File: src/design/landmark_lower_bound_query_top_assert.svh
// ----------------------------------------------------------------------------
// landmark lower bound query - assertion macros
// Shared concurrent assertion forms, clocked on clk and disabled in rst.
// ----------------------------------------------------------------------------
`ifndef LANDMARK_LOWER_BOUND_QUERY_TOP_ASSERT_SVH
`define LANDMARK_LOWER_BOUND_QUERY_TOP_ASSERT_SVH

// same-cycle implication
`define LLBQ_ASSERT_IMPL(lbl, ante, cons, msg) \
  lbl: assert property (@(posedge clk) disable iff (rst) (ante) |-> (cons)) \
    else $error(msg);

// next-cycle implication
`define LLBQ_ASSERT_NEXT(lbl, ante, cons, msg) \
  lbl: assert property (@(posedge clk) disable iff (rst) (ante) |=> (cons)) \
    else $error(msg);

`endif

File: src/design/llbq_pkg.sv
// ----------------------------------------------------------------------------
// llbq_pkg
// Types, codes and default sizes for the landmark lower bound query block.
// ----------------------------------------------------------------------------
`default_nettype none

package llbq_pkg;

  localparam int unsigned DEF_MAX_NODES = 1024;
  localparam int unsigned DEF_LM_SLOTS  = 8;
  localparam int unsigned DEF_MAX_PAIRS = 256;

  localparam int unsigned DATA_W = 32;

  typedef logic [1:0]        req_type_t;
  typedef logic signed [15:0] node_id_t;
  typedef logic [9:0]        entry_index_t;
  typedef logic [2:0]        lm_slot_t;
  typedef logic [DATA_W-1:0] dist_t;
  typedef logic [1:0]        src_t;
  typedef logic [1:0]        cfg_index_t;
  typedef logic [10:0]       cfg_data_t;

  localparam req_type_t REQ_QUERY = 2'd0;
  localparam req_type_t REQ_DIST  = 2'd1;
  localparam req_type_t REQ_PAIR  = 2'd2;

  localparam src_t SRC_FALLBACK = 2'd0;
  localparam src_t SRC_LANDMARK = 2'd1;

  localparam cfg_index_t CFG_NODE_COUNT = 2'd0;
  localparam cfg_index_t CFG_LM_COUNT   = 2'd1;
  localparam cfg_index_t CFG_PAIR_COUNT = 2'd2;

  typedef struct packed {
    logic abs_mode;
    logic skip;
  } unit_op_t;

  typedef struct packed {
    logic  gt;
    dist_t value;
  } unit_res_t;

endpackage

`default_nettype wire

File: src/design/llbq_unit.sv
// ----------------------------------------------------------------------------
// llbq_unit
// Shared difference and compare unit: |a-b| or a, tested against the best.
// ----------------------------------------------------------------------------
`default_nettype none

module llbq_unit (
  input  wire llbq_pkg::unit_op_t op,
  input  wire llbq_pkg::dist_t    op_a,
  input  wire llbq_pkg::dist_t    op_b,
  input  wire llbq_pkg::dist_t    best,
  output llbq_pkg::unit_res_t     res
);
  import llbq_pkg::*;

  dist_t mag;
  dist_t value;

  always_comb begin
    mag       = (op_a >= op_b) ? (op_a - op_b) : (op_b - op_a);
    value     = op.abs_mode ? mag : op_a;
    res.value = value;
    res.gt    = !op.skip && (value > best);
  end

endmodule

`default_nettype wire

File: config.mk
export PLATFORM = sky130hd
export DESIGN_NAME = llbq_unit
export DESIGN_NICKNAME = d
export VERILOG_FILES = /design/src/design/landmark_lower_bound_query_top_assert.svh /design/src/design/llbq_pkg.sv /design/src/design/llbq_unit.sv
export SDC_FILE = /design/constraint.sdc
export NUM_CORES = 1
export LEC_CHECK = 0
export ABC_AREA = 1
export BUFFER_PORTS_ARGS = -buffer_cell sky130_fd_sc_hd__buf_2
export CAP_MARGIN = 20
export CORE_MARGIN = 5
export CORE_UTILIZATION = 44
export DETAILED_ROUTE_END_ITERATION = 7
export GPL_ROUTABILITY_DRIVEN = 0
export GPL_TIMING_DRIVEN = 0
export PLACE_DENSITY = 0.66
export SYNTH_ARGS = -nofsm -noshare
export SYNTH_HDL_FRONTEND = slang
export SYNTH_SLANG_ARGS = --single-unit
File: constraint.sdc
create_clock -name vclk -period 5.5
set_input_delay 0.825 -clock vclk [all_inputs]
set_output_delay 0.825 -clock vclk [all_outputs]
set_load 0.01 [all_outputs]
Word level (Yosys, flattened, before mapping)
Cells that the tools add are included.
{ "totals": {"register_bits": 0, "in_bits": 98, "out_inout_bits": 33, "elab_cells": 8} }
{ "op_classes": {"add_sub_neg": 2, "order_cmp": 2, "muxes": 2, "reduce_logical": 2} }
{ "ops": {"columns": ["operator", "n"], "rows": [
  ["32-bit two-way mux", 2],
  ["32-bit subtractor", 2],
  ["32-bit greater-or-equal comparator", 1],
  ["32-bit greater-than comparator", 1],
  ["1-bit logical AND", 1],
  ["1-bit zero test", 1]
]} }

Depth between registers and ports, before layout
{ "logic_depth": {"depth_word": 5, "depth_mapped": 26, "depth_no_buf": 25} }

Worst setup path after synthesis
No wires, ideal clock.
{ "synth_timing": {"path_type": "input-to-output", "from": "in op_a[0]", "to": "out res[32] (netlist name)", "arrival_ns": 3.793, "setup_slack_ns": 0.882, "path_stages": 22, "n_path_buf": 1, "path_cell_list": "inv_1 -> ha_1 -> inv_1 -> fa_1 -> nand3_1 -> nand3_1 -> nand2_1 -> nand2_2 -> nand2_1 -> nand3_2 -> a21oi_4 -> buf_4 -> nand3_1 -> nand3_1 -> nand2_1 -> ha_1 -> nand2_1 -> nor2_1 -> nand2_1 -> nor4b_1 -> a21oi_1 -> nor2_1"} }
{ "synth_rtl": {"columns": ["element", "line_no", "text"], "rows": [
  ["start, declared", "llbq_unit.sv:9", "input wire llbq_pkg::dist_t op_a,"],
  ["end, declared", "llbq_unit.sv:12", "output llbq_pkg::unit_res_t res"]
]} }

==> run_results.csv <==
group,metric,value,unit
timing,final-setup-viol-count,0,
worst_setup_path,cp_common_cell,"nand2_1",
die,io_pins,131,
pwr,p_sw,0.000574,W
pwr,power_frac_clock,0,
global_route,grt_pass1_wl,36.7,mm
synth,synth_top_area_cell,"nand2_1",
timing,hold_viol_final,0,
synth,synth_cell_types,37,
worst_setup_path,path_cells,"buf_2 > inv_1 > ha_1 > inv_1 > fa_2 > nand3_1 > nand3_2 > nand2_1 > nand2_2 > nand2_1 > nand3_2 > a21oi_4 > buf_6 > nand3_1 > nand3_1 > nand2_1 > ha_1 > nand2_1 > nor2_1 > nand2_1 > nor4b_4 > a31o_2 > nor2_1 > buf_2",
synth,synth_seq_area_share,0,
synth,synth_compound_area_frac,0.0775,
timing,worst_slew_pin_slew,0.639,ns
placed_design,post_dp_cell_area,7420,um^2
cells_and_area,drive_above_1_share,0.128,
route,vias_per_cell,4.93,
outcome,outcome,"finished, final reports clean",
pwr,power.internal,0.000308,W
pwr,p_per_area,118,nW/um^2
pwr,swShare,0.651,
timing,max-slew-margin-rel,0.574,
pwr,leakagePower,5.10,nW
global_route,grt_use_total,0.251,
global_route,grt_pass1_vias,7595,
min_path,whs_endpoint,"res[32]",
synth,syn-cell-area,6540,um^2
worst_setup_path,slowest_stage,"fa_2",
job,drv_cap,0,
clocking,cts_hold_buf,0,
clocking,postCtsSetupBuffers,0,
pwr,comb_power_share,1.000,
global_route,grt_overflow,0,
worst_setup_path,path_delay_family,"simple AND/OR/NAND/NOR gates",
cells_and_area,area_growth,14.1,%
synth,synthAdderAreaFrac,0.188,
cells_and_area,antenna_cells,0,
pwr,ir_drop,0.0585,mV
die,rows,44,
cells_and_area,clock_buffers,0,
min_path,holdPathStages,4,
pwr,seqPwrFrac,0,
placed_design,place_hpwl,20.2,mm
die,die_w,132,um
route,drt_iter0_markers,686,
global_route,grt_max_degree,11,
synth,muxShareOfSynthArea,0,
global_route,antenna_found_initial,0,
synth,synth_top_family_by_area,"simple AND/OR/NAND/NOR gates",
cells_and_area,multi_input_area,5190,um^2
synth,yosysMostFrequentCell,"nand2_1",
die,dieArea,17400,um^2
worst_setup_path,cp.required,4.68,ns
worst_setup_path,cp.arrival,4.41,ns
synth,synth_commonest_cells,"nand2_1, inv_1, nand3_1",
route,ant_nets,0,
worst_setup_path,crit_path_end_kind,"output pin",
route,postRouteWirelength,22.9,mm
clocking,cts_resized,1,
cells_and_area,stdcell_area,7460,um^2
cells_and_area,nets,1661,
timing,fin_crit,5.23,ns
synth,yosys_warnings,0,
die,start_util,0.450,
route,drc,0,
placed_design,portBuffers,130,
cells_and_area,seq_cell_count,0,
synth,synthCells,1334,
timing,drv_slew,0,
worst_setup_path,critPathMaxStageDelay,0.41,ns
worst_setup_path,path_buf_inv,5,
cells_and_area,nFillCells,1706,
synth,synth_area_leaders,"nand2_1, inv_1, ha_1",
die,die_h,132,um
timing,fin_crit_sh,0.952,
worst_setup_path,crit_fanout,10,
timing,hold_ws,1.97,ns
route,vias,8119,
synth,synth_xor_xnor_area_share,0.0295,
synth,synth-simple-area-share,0.494,
synth,synth.avg_cell_area,4.90,um^2
timing,rsz0062_at_grt,"no",
die,core,14500,um^2
cells_and_area,regArea,0,um^2
worst_setup_path,start_kind,"input pin",
min_path,hold_path_class,"input pin to output pin",
timing,max_freq,191,MHz
route,routedWlPerCell,13.9,um
route,dr.pass1.iters,6,
synth,synth_top_area_frac,0.311,
worst_setup_path,worstSetupPathType,"input pin to output pin",
synth,syn_nets,1529,
min_path,hp-start,"op[0]",
[worst max path at each step]
stage	from	end	slack, ns	depth (start not counted)
2_1_floorplan	op_a[0]	res[32]	0.88	22
3_3_place_gp	op_a[0]	res[32]	-0.15	24
3_5_place_dp	op_a[0]	res[32]	-0.16	24
4_1_cts	op_a[0]	res[32]	0.03	24
5_1_grt	op_a[9]	res[32]	0.04	23
6_report	op_a[0]	res[32]	0.27	24
[cell type report]
type                       instances  area share
tap                              184      0.0309
buffer                            25      0.0218
timing repair buffer             130      0.0873
inverter                         326       0.164
multi-input combinational        983       0.696
[through the flow]
step	setup WS [ns]	setup TNS, ns	util	power, W	cells
3_5_place_dp	-0.158	-0.158	0.510	0.000861	1648
2_1_floorplan	0.882	0	-	0.000595	1334
4_1_cts	0.0277	0	0.511	0.000866	1648
5_1_grt	0.0394	0	0.513	0.000995	1648
6_report	0.266	0	0.513	0.000883	1648
3_3_place_gp	-0.152	-0.152	0.510	0.000854	1648
[placed cells by master, fill, tap and decap left out, types with 3 or more instances in the layout]
cell type / Yosys / final
nand4_1: 19 / 19
o21ai_0: 6 / 6
nand2_1: 542 / 542
a21oi_1: 66 / 64
xor2_1: 12 / 12
nand2_2: 7 / 7
nor2_2: 3 / 4
buf_6: 3 / 5
clkbuf_2: 7 / 7
inv_2: 4 / 4
o21a_1: 3 / 3
buf_1: 3 / 3
nand2_4: 4 / 4
nand3_1: 113 / 112
inv_1: 321 / 321
ha_1: 95 / 95
a21oi_2: 2 / 4
nor3_1: 3 / 3
nor2_1: 73 / 72
xnor2_1: 10 / 10
o21ai_1: 3 / 3
nor2_4: 4 / 4
nand3_2: 2 / 3
buf_2: 6 / 136
o21bai_1: 7 / 7
[power groups by stage]
stage          clock network [W]  logic [W]  registers (W)
3_3_place_gp                   0   0.000854              0
2_1_floorplan                  0   0.000595              0
3_5_place_dp                   0   0.000861              0
6_report                       0   0.000883              0
4_1_cts                        0   0.000866              0
5_1_grt                        0   0.000995              0
[per-layer routing]
layer,track usage,share of wire,vias to the layer above
met3,0.0542,0.098,26
met2,0.412,0.43,307
met4,0.0463,0.018,0
met5,0,0,-
li1,-,-,4263
met1,0.341,0.46,3523
[logic make-up after synthesis]
family	after synthesis
and+or+nand+nor	773
xor gates and xnor gates	22
AOI/OAI and AO/OA	91
buffers and inverters	351
adders and majority gates	97
Power figures use the tool's default switching activity.
